[src/rtl/hmt_pkg.sv]
package hmt_pkg;

	localparam int MAX_WIDTH_DEF   = 1024;
	localparam int QUEUE_DEPTH_DEF = 2;
	localparam int GW_W            = 11;
	localparam int CFG_IDX_W       = 1;
	localparam int DIVN_W          = 49;
	localparam int DIVD_W          = 35;
	localparam int SQRT_STEPS      = 17;
	localparam int RECIP_100       = 5243;
	localparam int SAT_LIMIT       = 25600;

	// reciprocals of the blend spans, scaled by 2^28
	localparam logic [25:0] RECIP_SPAN5  = 26'd53687092;
	localparam logic [25:0] RECIP_SPAN10 = 26'd26843546;
	localparam logic [25:0] RECIP_SPAN30 = 26'd8947849;

	typedef enum logic [CFG_IDX_W-1:0] {
		REG_GRID_WIDTH    = 1'b0,
		REG_COLOUR_SCHEME = 1'b1
	} cfg_reg_t;

	typedef logic signed [15:0] height_t;
	typedef logic [10:0]        coord_t;

	typedef struct packed {
		height_t a;
		height_t b;
		height_t c;
		height_t d;
		coord_t  x0;
		coord_t  x1;
		coord_t  z0;
		coord_t  z1;
		logic    diag;
	} quad_t;

	typedef struct packed {
		logic [0:2][6:0] steep;
		logic [0:2][6:0] flat;
		logic [6:0]      lo;
		logic [6:0]      span;
	} pal_t;

	localparam pal_t PAL_WATER    = '{'{7'd15, 7'd15, 7'd40}, '{7'd30, 7'd40, 7'd80}, 7'd70, 7'd30};
	localparam pal_t PAL_SNOWY    = '{'{7'd35, 7'd30, 7'd25}, '{7'd95, 7'd95, 7'd95}, 7'd90, 7'd5};
	localparam pal_t PAL_MOUNTAIN = '{'{7'd35, 7'd30, 7'd25}, '{7'd35, 7'd30, 7'd25}, 7'd80, 7'd10};
	localparam pal_t PAL_PLAINS   = '{'{7'd35, 7'd20, 7'd0},  '{7'd25, 7'd40, 7'd5},  7'd80, 7'd10};
	localparam pal_t PAL_SAND     = '{'{7'd80, 7'd80, 7'd70}, '{7'd80, 7'd80, 7'd70}, 7'd80, 7'd10};

	localparam logic signed [17:0] BAND_SNOW  = 18'sd8448;
	localparam logic signed [17:0] BAND_STONE = 18'sd3840;
	localparam logic signed [17:0] BAND_DIRT  = 18'sd1536;

	function automatic pal_t pal_sel(input logic water, input logic signed [17:0] s);
		pal_t p;
		if (water)
			p = PAL_WATER;
		else if (s > BAND_SNOW)
			p = PAL_SNOWY;
		else if (s > BAND_STONE)
			p = PAL_MOUNTAIN;
		else if (s > BAND_DIRT)
			p = PAL_PLAINS;
		else
			p = PAL_SAND;
		return p;
	endfunction

endpackage

[src/rtl/hmt_fifo.sv]
module hmt_fifo #(
	parameter int DEPTH = hmt_pkg::QUEUE_DEPTH_DEF
) (
	input  logic           clk,
	input  logic           arst_n,
	input  logic           push,
	input  hmt_pkg::quad_t push_data,
	output logic           full,
	input  logic           pop,
	output hmt_pkg::quad_t pop_data,
	output logic           empty
);
	import hmt_pkg::*;

	localparam int IW  = (DEPTH > 1) ? $clog2(DEPTH) : 1;
	localparam int CNW = $clog2(DEPTH + 1);

	quad_t          slot_q [DEPTH];
	logic [IW-1:0]  wr_ptr_q, rd_ptr_q;
	logic [CNW-1:0] count_q;

	assign full     = (count_q == CNW'(DEPTH));
	assign empty    = (count_q == '0);
	assign pop_data = slot_q[rd_ptr_q];

	always_ff @(posedge clk) begin
		if (push)
			slot_q[wr_ptr_q] <= push_data;
	end

	always_ff @(posedge clk or negedge arst_n) begin
		if (!arst_n) begin
			wr_ptr_q <= '0;
			rd_ptr_q <= '0;
			count_q  <= '0;
		end else begin
			if (push)
				wr_ptr_q <= (wr_ptr_q == IW'(DEPTH - 1)) ? '0 : wr_ptr_q + 1'b1;
			if (pop)
				rd_ptr_q <= (rd_ptr_q == IW'(DEPTH - 1)) ? '0 : rd_ptr_q + 1'b1;
			if (push && !pop)
				count_q <= count_q + 1'b1;
			else if (pop && !push)
				count_q <= count_q - 1'b1;
		end
	end

	a_no_overflow: assert property (@(posedge clk) disable iff (!arst_n)
		(push |-> !full) and (pop |-> !empty))
		else $error("queue overflow or underflow");

endmodule

[config.mk]
export PLATFORM = sky130hd
export DESIGN_NAME = hmt_fifo
export DESIGN_NICKNAME = d
export VERILOG_FILES = /design/src/rtl/hmt_pkg.sv /design/src/rtl/hmt_fifo.sv
export SDC_FILE = /design/constraint.sdc
export NUM_CORES = 1
export LEC_CHECK = 0
export BUFFER_PORTS_ARGS = -buffer_cell sky130_fd_sc_hd__buf_2
export CAP_MARGIN = 20
export CORE_MARGIN = 5
export CORE_UTILIZATION = 40
export DETAILED_ROUTE_END_ITERATION = 7
export PLACE_DENSITY = 0.65
export SLEW_MARGIN = 10
export SYNTH_ARGS = -nofsm -noshare
export SYNTH_HDL_FRONTEND = slang
export SYNTH_SLANG_ARGS = --single-unit
[constraint.sdc]
create_clock -name clk -period 7.6 [get_ports clk]
set_clock_uncertainty 0.15 [all_clocks]
set_input_delay 1.52 -clock clk [delete_from_list [all_inputs] [get_ports clk]]
set_output_delay 1.52 -clock clk [all_outputs]
set_load 0.1 [all_outputs]
==> results.env, run 1 <==
TIMING.HOLD.WORST.CLASS='reg2reg'
WORST_SETUP_HOLD_PATH_CLK_SLEW_PS=60
CORE.ROWCOUNT=53
DRC_VIOLATION_COUNT_AFTER_ROUTING=0
DRT_ITER0_DRC=173
YOSYS.CELL_COUNT.TOP_TYPE='sky130_fd_sc_hd__edfxtp_1'
ROUTED-VIA-COUNT=4083
TRITONCTS_NUM_SINKS=222
DIE_AREA_MM2=0.0244
WIRE_PER_INST_UM=18.0
OVERFLOW=0
DIE_WIDTH_UM=156
SYNTH-ASYNC-RESET-RATIO=0.0180
SYNTH_TOP_CELL_AREA_SHARE=0.765
FINAL-SEQ-AREA_MM2=0.00665
CORE_MM2=0.0210
TRITONCTS.NUM_BUFFERS=24
WORST_SKEW_PAIR.LATE_LATENCY_PS=500
SYNTH-SEQ-CELLS=222
FIN_CRIT_PS=4520
SYNTH_SEQ_AREA_SHARE=0.777
IO_BUFFERS=223
FINALWEIGHTEDCONGESTION=0.704
POST_ROUTE_CELLS_DRIVE_ABOVE_1_SHARE=0.613
POST_SYNTH_MAIN_AREA_CONTRIBUTORS='sky130_fd_sc_hd__edfxtp_1, sky130_fd_sc_hd__mux2_4, sky130_fd_sc_hd__buf_12, sky130_fd_sc_hd__mux2_2, sky130_fd_sc_hd__dfrtp_1'
CTS_SETUP_BUFFERS=0
CP-START-KIND='flip-flop'
NETLIST_AREA_PRE_PLACE_MM2=0.00855
HOLD_VIOL=0
GRT_FIRST_PASS_WIRELENGTH_MM=24.3
MAXCAPVIOLATIONS=0
MULTIINPUTGATEAREA_MM2=0.00170
RSZ0062_AT_GRT='false'
VIA_COUNT_OF_THE_FIRST_GLOBAL_ROUTING_PASS=4529
CRIT_ARRIVAL_PS=2850
DR.PASS1.ITERS=4
CP_MAX_FANOUT=45
GRT_UTIL_ALL_LAYERS=0.126
WORST-SETUP-PATH-TYPE='reg2out'
FINAL_MIN_PERIOD_OVER_CLOCK_PERIOD=0.595
TRITONCTS='yes'
CRIT_REQUIRED_PS=5930
CPMAXSTAGEDELAYCELL='sky130_fd_sc_hd__dfrtp_4'
REPORT.FINAL.SETUP_VIOL=0
GRT_START_MAX_NET_PINS=59
SYNTHDISTINCTLIBCELLS=14
BOUNDARYPINS=224
POST-SYNTH-TOP-AREA-CELL='sky130_fd_sc_hd__edfxtp_1'
TIGHTEST_SLEW_PS=828
TIMING.CRITICAL_PATH.CELLS='buf_4 > mux2_4 > buf_2'
POSTCTSRESIZEDCELLS=0
SYNTH-EDFF-COUNT=218
END_KIND='primary output'
CP_SLOWEST_STAGE_DELAY_PS=810
DETAIL-ROUTE-ANTENNA-NETS=0
VIASPERCELL=4.59
CHIPHEIGHT_UM=156
SYN_NETS=469
INITIAL_ANTENNA_VIOLATION_COUNT=2
SYNTH_WARNINGS=0
CLOCKROOTBUFFER='sky130_fd_sc_hd__clkbuf_16'
INITIAL_UTILIZATION=0.407
RUN_STATUS='completed'
YS_DOMINANT_REG_CELL='sky130_fd_sc_hd__edfxtp_1'
FINAL_MAX_SLEW_VIOL_COUNT=0
ROUTED_WIRELENGTH_MM=16.0
ACHIEVABLE-FREQUENCY_GHz=0.221
FIN_NETS=711
AVERAGE_INSTANCE_AREA_AFTER_SYNTHESIS_UM2=24.1
N_ANTENNA_CELL=0
H-TREE-DEPTH=1
CTS-HOLD-FIX-BUFFERS=0
PLACE.DETAILED.HPWL_MM=10.8
LAYOUT-AREA-OVERHEAD-VS-SYNTH_PCT=25.4
NETLIST_TOP_CELLS_COUNT='sky130_fd_sc_hd__edfxtp_1, sky130_fd_sc_hd__mux2_4, sky130_fd_sc_hd__buf_12'
NUMBER_OF_FILL_CELLS=1750
CTS_BUFFER_DEPTH=3
MAX-SLEW-MARGIN-REL=0.448
TOTALNEGATIVESETUPSLACK_PS=0
NETLIST_INSTANCES=355
state kept, by name, indices dropped and copies added, names as in the netlist:
register	flops
rd_ptr_q	1
count_q	2
wr_ptr_q	1
slot_q	218
area by class of cell:
class                           count  share of cell area
Clock inverter                     13              0.0201
Sequential cell                   222               0.620
Tap cell                          275              0.0321
Timing Repair Buffer              228               0.108
Clock buffer                       31              0.0614
Multi-Input combinational cell    120               0.158
Inverter                            1            0.000350
per-stage QoR:
stage                     hold WS [ps]  instance area (um^2)  worst slack (ps)   util  instances
after floorplan                    305                  8550               602      -        355
after global placement             321                  9850              3620  0.468        846
after detailed placement           326                  9850              3570  0.468        846
after CTS                          341                 10700              3020  0.510        890
after global routing               373                 10700              2950  0.510        890
final                              339                 10700              3080  0.510        890
routing by layer:
layer | track usage | up-vias | part of all wire
li1 | - | 1897 | -
met1 | 0.153 | 1995 | 0.39
met2 | 0.216 | 155 | 0.50
met3 | 0.0420 | 32 | 0.093
met4 | 0.0355 | 4 | 0.021
met5 | 0 | - | 0.0017
final timing paths:
kind,end,cells after the start,slack (ps),startpoint
worst min register to register,count_q[1]$_DFFE_PN0P_,1,340,count_q[1]$_DFFE_PN0P_
max in group asynchronous,rd_ptr_q$_DFFE_PN0P_,1,6480,arst_n
worst max register to register,slot_q[0][97]$_DFFE_PP_,3,5140,wr_ptr_q$_DFFE_PN0P_
min in group asynchronous,count_q[0]$_DFFE_PN0P_,1,670,arst_n
worst max-delay path,pop_data[91],3,3080,rd_ptr_q$_DFFE_PN0P_
worst min-delay path,count_q[1]$_DFFE_PN0P_,1,340,count_q[1]$_DFFE_PN0P_
kinds of logic (layout without fill, tap and decap cells):
| group | Yosys count | count (layout) | share of synthesized area |
|---|---|---|---|
| xor gates and xnor gates | 5 | 5 | 0.00512 |
| adders and majority gates | 1 | 1 | 0.00146 |
| buffers and inverters | 13 | 273 | 0.0257 |
| DFF | 222 | 222 | 0.777 |
| muxes | 109 | 109 | 0.187 |
| and+or+nand+nor | 5 | 5 | 0.00307 |
placed cells by master (no fill, tap or decap), drive strengths merged:
| cell | netlist | routed |
|---|---|---|
| clkbuf | 0 | 31 |
| mux2 | 109 | 109 |
| dfrtp | 4 | 4 |
| xnor2 | 1 | 1 |
| ha | 1 | 1 |
| xor2 | 4 | 4 |
| edfxtp | 218 | 218 |
| and2 | 1 | 1 |
| buf | 12 | 228 |
| bufinv | 0 | 6 |
| inv | 1 | 1 |
| clkinvlp | 0 | 1 |
| nor2b | 2 | 2 |
| nor2 | 2 | 2 |
| clkinv | 0 | 6 |
critical path, delay by kind of cell (launching register included):
kind,cells,cell delay [ps]
buf+inv,2,1140
mux,1,290
flops,1,810
Power of run 1 is left out: the tool's default activity adds up to more than one toggle a clock period on the data nets, which glitch-free logic cannot reach.
==> inputs of run 2 (changes only) <==
ABC_AREA = 1   (was unset)
PLACE_DENSITY = 0.68   (was 0.65)
clock period = 4 ns   (was 7.6 ns; I/O delays follow)
==> run 2 against run 1 <==
Critical path depth unchanged. Via count up 1.9%. Global-route usage fell by 0.18 points. Sequential share of layout area down 0.30 points. Utilization increased by 0.083 points. Synthesized cell count rose by 2.5%. Hold slack worse by 10 ps. Sequential cell count unchanged. Count of clock-buffer cells in the layout shrank 4. Die area up 0.22%.
==> results.env, run 2 <==
DETAIL-ROUTE-ANTENNA-NETS=0
FF2FF_PATH_DEPTH=3
CLOCKROOTBUFFER='sky130_fd_sc_hd__clkbuf_16'
RRSETUPSLACK_PS=1960
FINALWEIGHTEDCONGESTION=0.750
N_ANTENNA_CELL=0
GRT_START_MAX_NET_PINS=70
ROUTED_WIRELENGTH_MM=16.1
LARGEST_REGISTER_FF_COUNT=218
MAX-SLEW-MARGIN-REL=0.359
YS_DOMINANT_REG_CELL='sky130_fd_sc_hd__edfxtp_1'
POST-SYNTH-TOP-AREA-CELL='sky130_fd_sc_hd__edfxtp_1'
CHIPHEIGHT_UM=156
POST_ROUTE_CELLS_DRIVE_ABOVE_1_SHARE=0.607
FINAL_UTIL=0.511
END_KIND='primary output'
TRITONCTS='yes'
DRC_VIOLATION_COUNT_AFTER_ROUTING=0
CORE_MM2=0.0211
SYNTH-EDFF-COUNT=218
LAYOUT-AREA-OVERHEAD-VS-SYNTH_PCT=25.7
WORST_SETUP_PATH_ENDPOINT='pop_data[83]'
POSTCTSRESIZEDCELLS=0
OVERFLOW=0
CP_MAX_FANOUT=46
CP_SLOWEST_STAGE_DELAY_PS=760
ROUTED-VIA-COUNT=4159
FINAL-SEQ-AREA_MM2=0.00665
WORST_SETUP_HOLD_PATH_CLK_SLEW_PS=60
FIN_CRIT_PS=3290
SYNTH_SEQ_AREA_SHARE=0.775
TOTALNEGATIVESETUPSLACK_PS=0
TIMING.CRITICAL_PATH.CELLS='buf_12 > mux2_2 > buf_2'
WORST_SKEW_PAIR.LATE_LATENCY_PS=500
MAXCAPVIOLATIONS=0
YOSYS.CELL_COUNT.TOP_TYPE='sky130_fd_sc_hd__edfxtp_1'
FINAL_MIN_PERIOD_OVER_CLOCK_PERIOD=0.823
MET1WIRELENGTH_MM=6.12
CORE.ROWCOUNT=53
POST_SYNTH_MAIN_AREA_CONTRIBUTORS='sky130_fd_sc_hd__edfxtp_1, sky130_fd_sc_hd__mux2_4, sky130_fd_sc_hd__buf_12, sky130_fd_sc_hd__mux2_2, sky130_fd_sc_hd__dfrtp_1'
REPORT.FINAL.SETUP_VIOL=0
HOLD_VIOL=0
DETAILROUTE.WIRELENGTH.MET2_MM=8.00
AVERAGE_INSTANCE_AREA_AFTER_SYNTHESIS_UM2=23.5
CPMAXSTAGEDELAYCELL='sky130_fd_sc_hd__dfrtp_4'
SYN_NETS=478
RSZ0062_AT_GRT='false'
FINAL_COMMON_CELL='sky130_fd_sc_hd__buf_2'
CRIT_ARRIVAL_PS=2340
FINALHOLDWORSTSLACK_PS=329
TRITONCTS.NUM_BUFFERS=24
WORST-SETUP-PATH-TYPE='reg2out'
LAYOUT_COMMON_CELLS='sky130_fd_sc_hd__buf_2, sky130_fd_sc_hd__edfxtp_1, sky130_fd_sc_hd__mux2_4, sky130_fd_sc_hd__clkbuf_16, sky130_fd_sc_hd__mux2_2'
NUMBER_OF_FILL_CELLS=1709
CRIT_REQUIRED_PS=3050
REGISTERS.TOP_BY_FF_COUNT='slot_q'
INITIAL_UTILIZATION=0.406
DRT_ITER0_DRC=193
TIMING.HOLD.WORST.CLASS='in2reg'
H-TREE-DEPTH=1
CRITPATHTOPFAMILY='flip-flops'
WIRE_PER_INST_UM=17.9
VIASPERCELL=4.62
SYNTH_TOP_CELL_AREA_SHARE=0.764
RUN_STATUS='completed'
SYNTH-SEQ-CELLS=222
CP.BUFFERS_INVERTERS=2
PLACE.DETAILED.HPWL_MM=10.9
R2R-END='slot_q[1][23]$_DFFE_PP_'
DR.PASS1.ITERS=4
SYNTHDISTINCTLIBCELLS=15
TIMING.CRITICAL_PATH.FROM='rd_ptr_q$_DFFE_PN0P_'
GRT_FIRST_PASS_WIRELENGTH_MM=24.1
WHS_PATH_DEPTH=1
MULTIINPUTGATEAREA_MM2=0.00169
TOP_REGS='slot_q x218, count_q x2'
CP-START-KIND='flip-flop'
SYNTH-ASYNC-RESET-RATIO=0.0180
NETLIST_INSTANCES=364
NETLIST_TOP_CELLS_COUNT='sky130_fd_sc_hd__edfxtp_1, sky130_fd_sc_hd__mux2_4, sky130_fd_sc_hd__buf_12'
INITIAL_ANTENNA_VIOLATION_COUNT=2
WORST_R2R_STARTPOINT='wr_ptr_q$_DFFE_PN0P_'
NETLIST_AREA_PRE_PLACE_MM2=0.00857
ACHIEVABLE-FREQUENCY_GHz=0.304
FIN_NETS=722
PLACED_AREA_MM2=0.00990
IO_BUFFERS=223
VIA_COUNT_OF_THE_FIRST_GLOBAL_ROUTING_PASS=4567
TRITONCTS_NUM_SINKS=222
TIMING.CRITICAL_PATH.DEPTH=3
FINAL_MAX_SLEW_VIOL_COUNT=0
GRT_UTIL_ALL_LAYERS=0.124
FINISH.INSTANCE_AREA_MM2=0.0108
DIE_AREA_MM2=0.0245
CTS_BUFFER_DEPTH=3
SYNTH_WARNINGS=0
ROUTE.MET3.WL_MM=1.70
DR.MAX_LAYER_USED='met5'
TIGHTEST_SLEW_PS=961
BOUNDARYPINS=224
HP-START='push_data[20]'
DIE_WIDTH_UM=156
run 2: cell count changes in the layout (fill, tap and decap cells not counted), moves of 2 or more:
| cell | change |
|---|---|
| sky130_fd_sc_hd__buf_12 | +2 |
| sky130_fd_sc_hd__clkbuf_1 | -3 |
| sky130_fd_sc_hd__clkinvlp_4 | +2 |
| sky130_fd_sc_hd__inv_1 | +5 |
| sky130_fd_sc_hd__xor2_1 | -2 |
| sky130_fd_sc_hd__nand2_1 | +5 |
run 2: how the worst min path moves through the flow:
stage / endpoint / slack, ps
CTS: slot_q[1][20]$_DFFE_PP_ / 300
finish: slot_q[1][20]$_DFFE_PP_ / 330
detailed placement: count_q[1]$_DFFE_PN0P_ / 340
floorplan: count_q[1]$_DFFE_PN0P_ / 310
global placement: count_q[1]$_DFFE_PN0P_ / 330
global route: slot_q[0][20]$_DFFE_PP_ / 300
run 2: repair_timing:
item | 4_1_cts | 5_1_grt
setup buffers | 0 | 0
setup endpoints to repair | 0 | 0
endpoints found under the hold margin | 4 | 0
hold buffers | 1 | 0
run 2: metrics by stage:
| stage | worst slack (ps) | std cells |
|---|---|---|
| after floorplan | 423 | 364 |
| after global placement | 1230 | 856 |
| after detailed placement | 1200 | 856 |
| after CTS | 648 | 901 |
| after global routing | 609 | 901 |
| final | 709 | 901 |
run 2: cells by family after synthesis:
kind of cell	after synthesis	synth area share
simple gates	10	0.00482
mux	109	0.187
buf+inv	19	0.0283
flops	222	0.775
fa+ha+maj	1	0.00146
xor+xnor	3	0.00307
run 2: area by class of cell:
cell class	count	area share
flip-flops and latches	222	0.617
multi-input cells	123	0.157
clock buffers	27	0.0588
well taps	275	0.0319
repair buffers	230	0.111
inverters	7	0.00267
clock inverters	17	0.0213
run 2: metal layers:
metal	vias to the layer above	track usage
met5	-	0
li1	1917	-
met1	2051	0.143
met3	20	0.0514
met2	167	0.216
met4	4	0.0298
Power of run 2 is left out for the same reason.
==> inputs of run 3 (changes only) <==
PLACE_DENSITY = 0.65   (was 0.68)
clock period = 3.42 ns   (was 4 ns; I/O delays follow)
==> run 3 against run 2 <==
Sequential cell count did not move. Global-route usage rose by 0.089 points. Die area stayed put. Final cell count rose by 0.11%. Count of clock-buffer cells in the layout stayed put. Wire length down 0.21%. Critical path depth stayed put. Utilization fell by 0.63 points. Setup slack lost 170 ps. Sequential share of layout area up 0.77 points.
==> results.env, run 3 (synthesis results as in run 2) <==
DRT_ITER0_DRC=163
GRT_UTIL_ALL_LAYERS=0.125
FIN_CRIT_PS=2880
CHIPHEIGHT_UM=156
FINAL_MIN_PERIOD_OVER_CLOCK_PERIOD=0.843
CLOCKROOTBUFFER='sky130_fd_sc_hd__clkbuf_16'
PLACED_AREA_MM2=0.00990
TRITONCTS_NUM_SINKS=222
TIMING.CRITICAL_PATH.FROM='rd_ptr_q$_DFFE_PN0P_'
REPORT.FINAL.SETUP_VIOL=0
ACHIEVABLE-FREQUENCY_GHz=0.347
DETAILEDPLACE.WORSTSLACK_PS=1080
TOTALNEGATIVESETUPSLACK_PS=0
WIRE_PER_INST_UM=17.8
TIGHTEST_SLEW_PS=855
GRT_START_MAX_NET_PINS=63
GROUTE.LAYER.MET2.USAGE=0.215
DIE_WIDTH_UM=156
LAYOUT_COMMON_CELLS='sky130_fd_sc_hd__buf_2, sky130_fd_sc_hd__edfxtp_1, sky130_fd_sc_hd__mux2_4, sky130_fd_sc_hd__clkbuf_16, sky130_fd_sc_hd__mux2_2'
GRT_UTIL_MET3=0.0379
BOUNDARYPINS=224
VIASPERCELL=4.62
CORE.ROWCOUNT=53
CP_SLOWEST_STAGE_DELAY_PS=440
ROUTED_WIRELENGTH_MM=16.1
FINAL_MAX_SLEW_VIOL_COUNT=0
IO_BUFFERS=223
OVERFLOW=0
RUN_STATUS='completed'
CTS_BUFFER_DEPTH=3
POST_ROUTE_CELLS_DRIVE_ABOVE_1_SHARE=0.601
TIMING.CRITICAL_PATH.CELLS='buf_12 > mux2_4 > buf_2'
INITIAL_ANTENNA_VIOLATION_COUNT=4
FINALWEIGHTEDCONGESTION=0.783
R2R-END='slot_q[1][29]$_DFFE_PP_'
END_KIND='primary output'
DR.PASS1.ITERS=4
MAX-SLEW-MARGIN-REL=0.430
FINAL.SETUP.WORST_SLACK_PS=536
CTS-HOLD-FIX-BUFFERS=1
RSZ0062_AT_GRT='false'
TOP_REGS='slot_q x218, count_q x2'
FINAL_COMMON_CELL='sky130_fd_sc_hd__buf_2'
CORE_MM2=0.0211
GRTUSAGEMET1=0.152
RRSETUPSLACK_PS=1580
H-TREE-DEPTH=1
DIE_AREA_MM2=0.0245
WORST_SKEW_PAIR.LATE_LATENCY_PS=500
DRC_VIOLATION_COUNT_AFTER_ROUTING=0
REGISTERS.TOP_BY_FF_COUNT='slot_q'
NUMBER_OF_FILL_CELLS=1746
CP-START-KIND='flip-flop'
MAXCAPVIOLATIONS=0
PLACE.DETAILED.HPWL_MM=11.0
ROUTED-VIA-COUNT=4166
WORST-SETUP-PATH-TYPE='reg2out'
TRITONCTS.NUM_BUFFERS=23
WORST_SETUP_PATH_ENDPOINT='pop_data[103]'
CRIT_ARRIVAL_PS=2050
LAYOUT-AREA-OVERHEAD-VS-SYNTH_PCT=24.1
HOLD_VIOL=0
GRT_FIRST_PASS_WIRELENGTH_MM=24.2
LARGEST_REGISTER_FF_COUNT=218
FIN_NETS=721
GR-MAX-USAGE-LAYER='met2'
TIMING.HOLD.WORST.CLASS='in2reg'
CRIT_REQUIRED_PS=2590
VIA_COUNT_OF_THE_FIRST_GLOBAL_ROUTING_PASS=4457
DETAIL-ROUTE-ANTENNA-NETS=0
CPMAXSTAGEDELAYCELL='sky130_fd_sc_hd__dfrtp_4'
FINALHOLDWORSTSLACK_PS=210
POSTCTSRESIZEDCELLS=0
WORST_SETUP_HOLD_PATH_CLK_SLEW_PS=60
CTS_SETUP_BUFFERS=0
TRITONCTS='yes'
WORST_R2R_STARTPOINT='wr_ptr_q$_DFFE_PN0P_'
FF2FF_PATH_DEPTH=3
FINISH.INSTANCE_AREA_MM2=0.0106
CP_MAX_FANOUT=57
INITIAL_UTILIZATION=0.406
## run 3: cell count changes in the layout (fill, tap and decap cells not counted), sizes merged
cell and delta:
bufinv -3, diode +3, clkinvlp -1, clkinv +2
## run 3: area by class of cell
type | instances | area, um^2 | area share
diodes | 3 | 7.51 | 0.000706
multi-input cells | 123 | 1690 | 0.159
clock buffers | 27 | 591 | 0.0555
repair buffers | 230 | 1200 | 0.112
flip-flops and latches | 222 | 6650 | 0.625
clock inverters | 15 | 130 | 0.0122
inverters | 7 | 30.0 | 0.00282
well taps | 275 | 344 | 0.0323
## run 3: how the worst min path moves through the flow
stage / from / cells after the start / slack (ps) / to
after floorplan: arst_n / 0 / 240 / count_q[0]$_DFFE_PN0P_
after global placement: count_q[1]$_DFFE_PN0P_ / 2 / 330 / count_q[1]$_DFFE_PN0P_
after detailed placement: count_q[1]$_DFFE_PN0P_ / 2 / 340 / count_q[1]$_DFFE_PN0P_
after CTS: push_data[54] / 1 / 190 / slot_q[1][54]$_DFFE_PP_
after global routing: push_data[54] / 1 / 180 / slot_q[1][54]$_DFFE_PP_
final: push_data[2] / 1 / 210 / slot_q[1][2]$_DFFE_PP_
## run 3: per-layer routing
layer	part of all wire	up-vias
met2	0.50	157
met1	0.38	2047
met5	0.0013	-
li1	-	1927
met4	0.023	4
met3	0.086	31
## run 3: metrics by stage
stage | cells | utilization
6_report | 902 | 0.505
3_3_place_gp | 856 | 0.470
2_1_floorplan | 364 | -
4_1_cts | 899 | 0.504
5_1_grt | 901 | 0.504
3_5_place_dp | 856 | 0.470
## run 3: critical path, delay by kind of cell, from the launching register on
| family | cells | cell delay [ps] |
|---|---|---|
| buf+inv | 2 | 760 |
| flops | 1 | 440 |
| mux | 1 | 250 |
Power of run 3 is left out for the same reason.
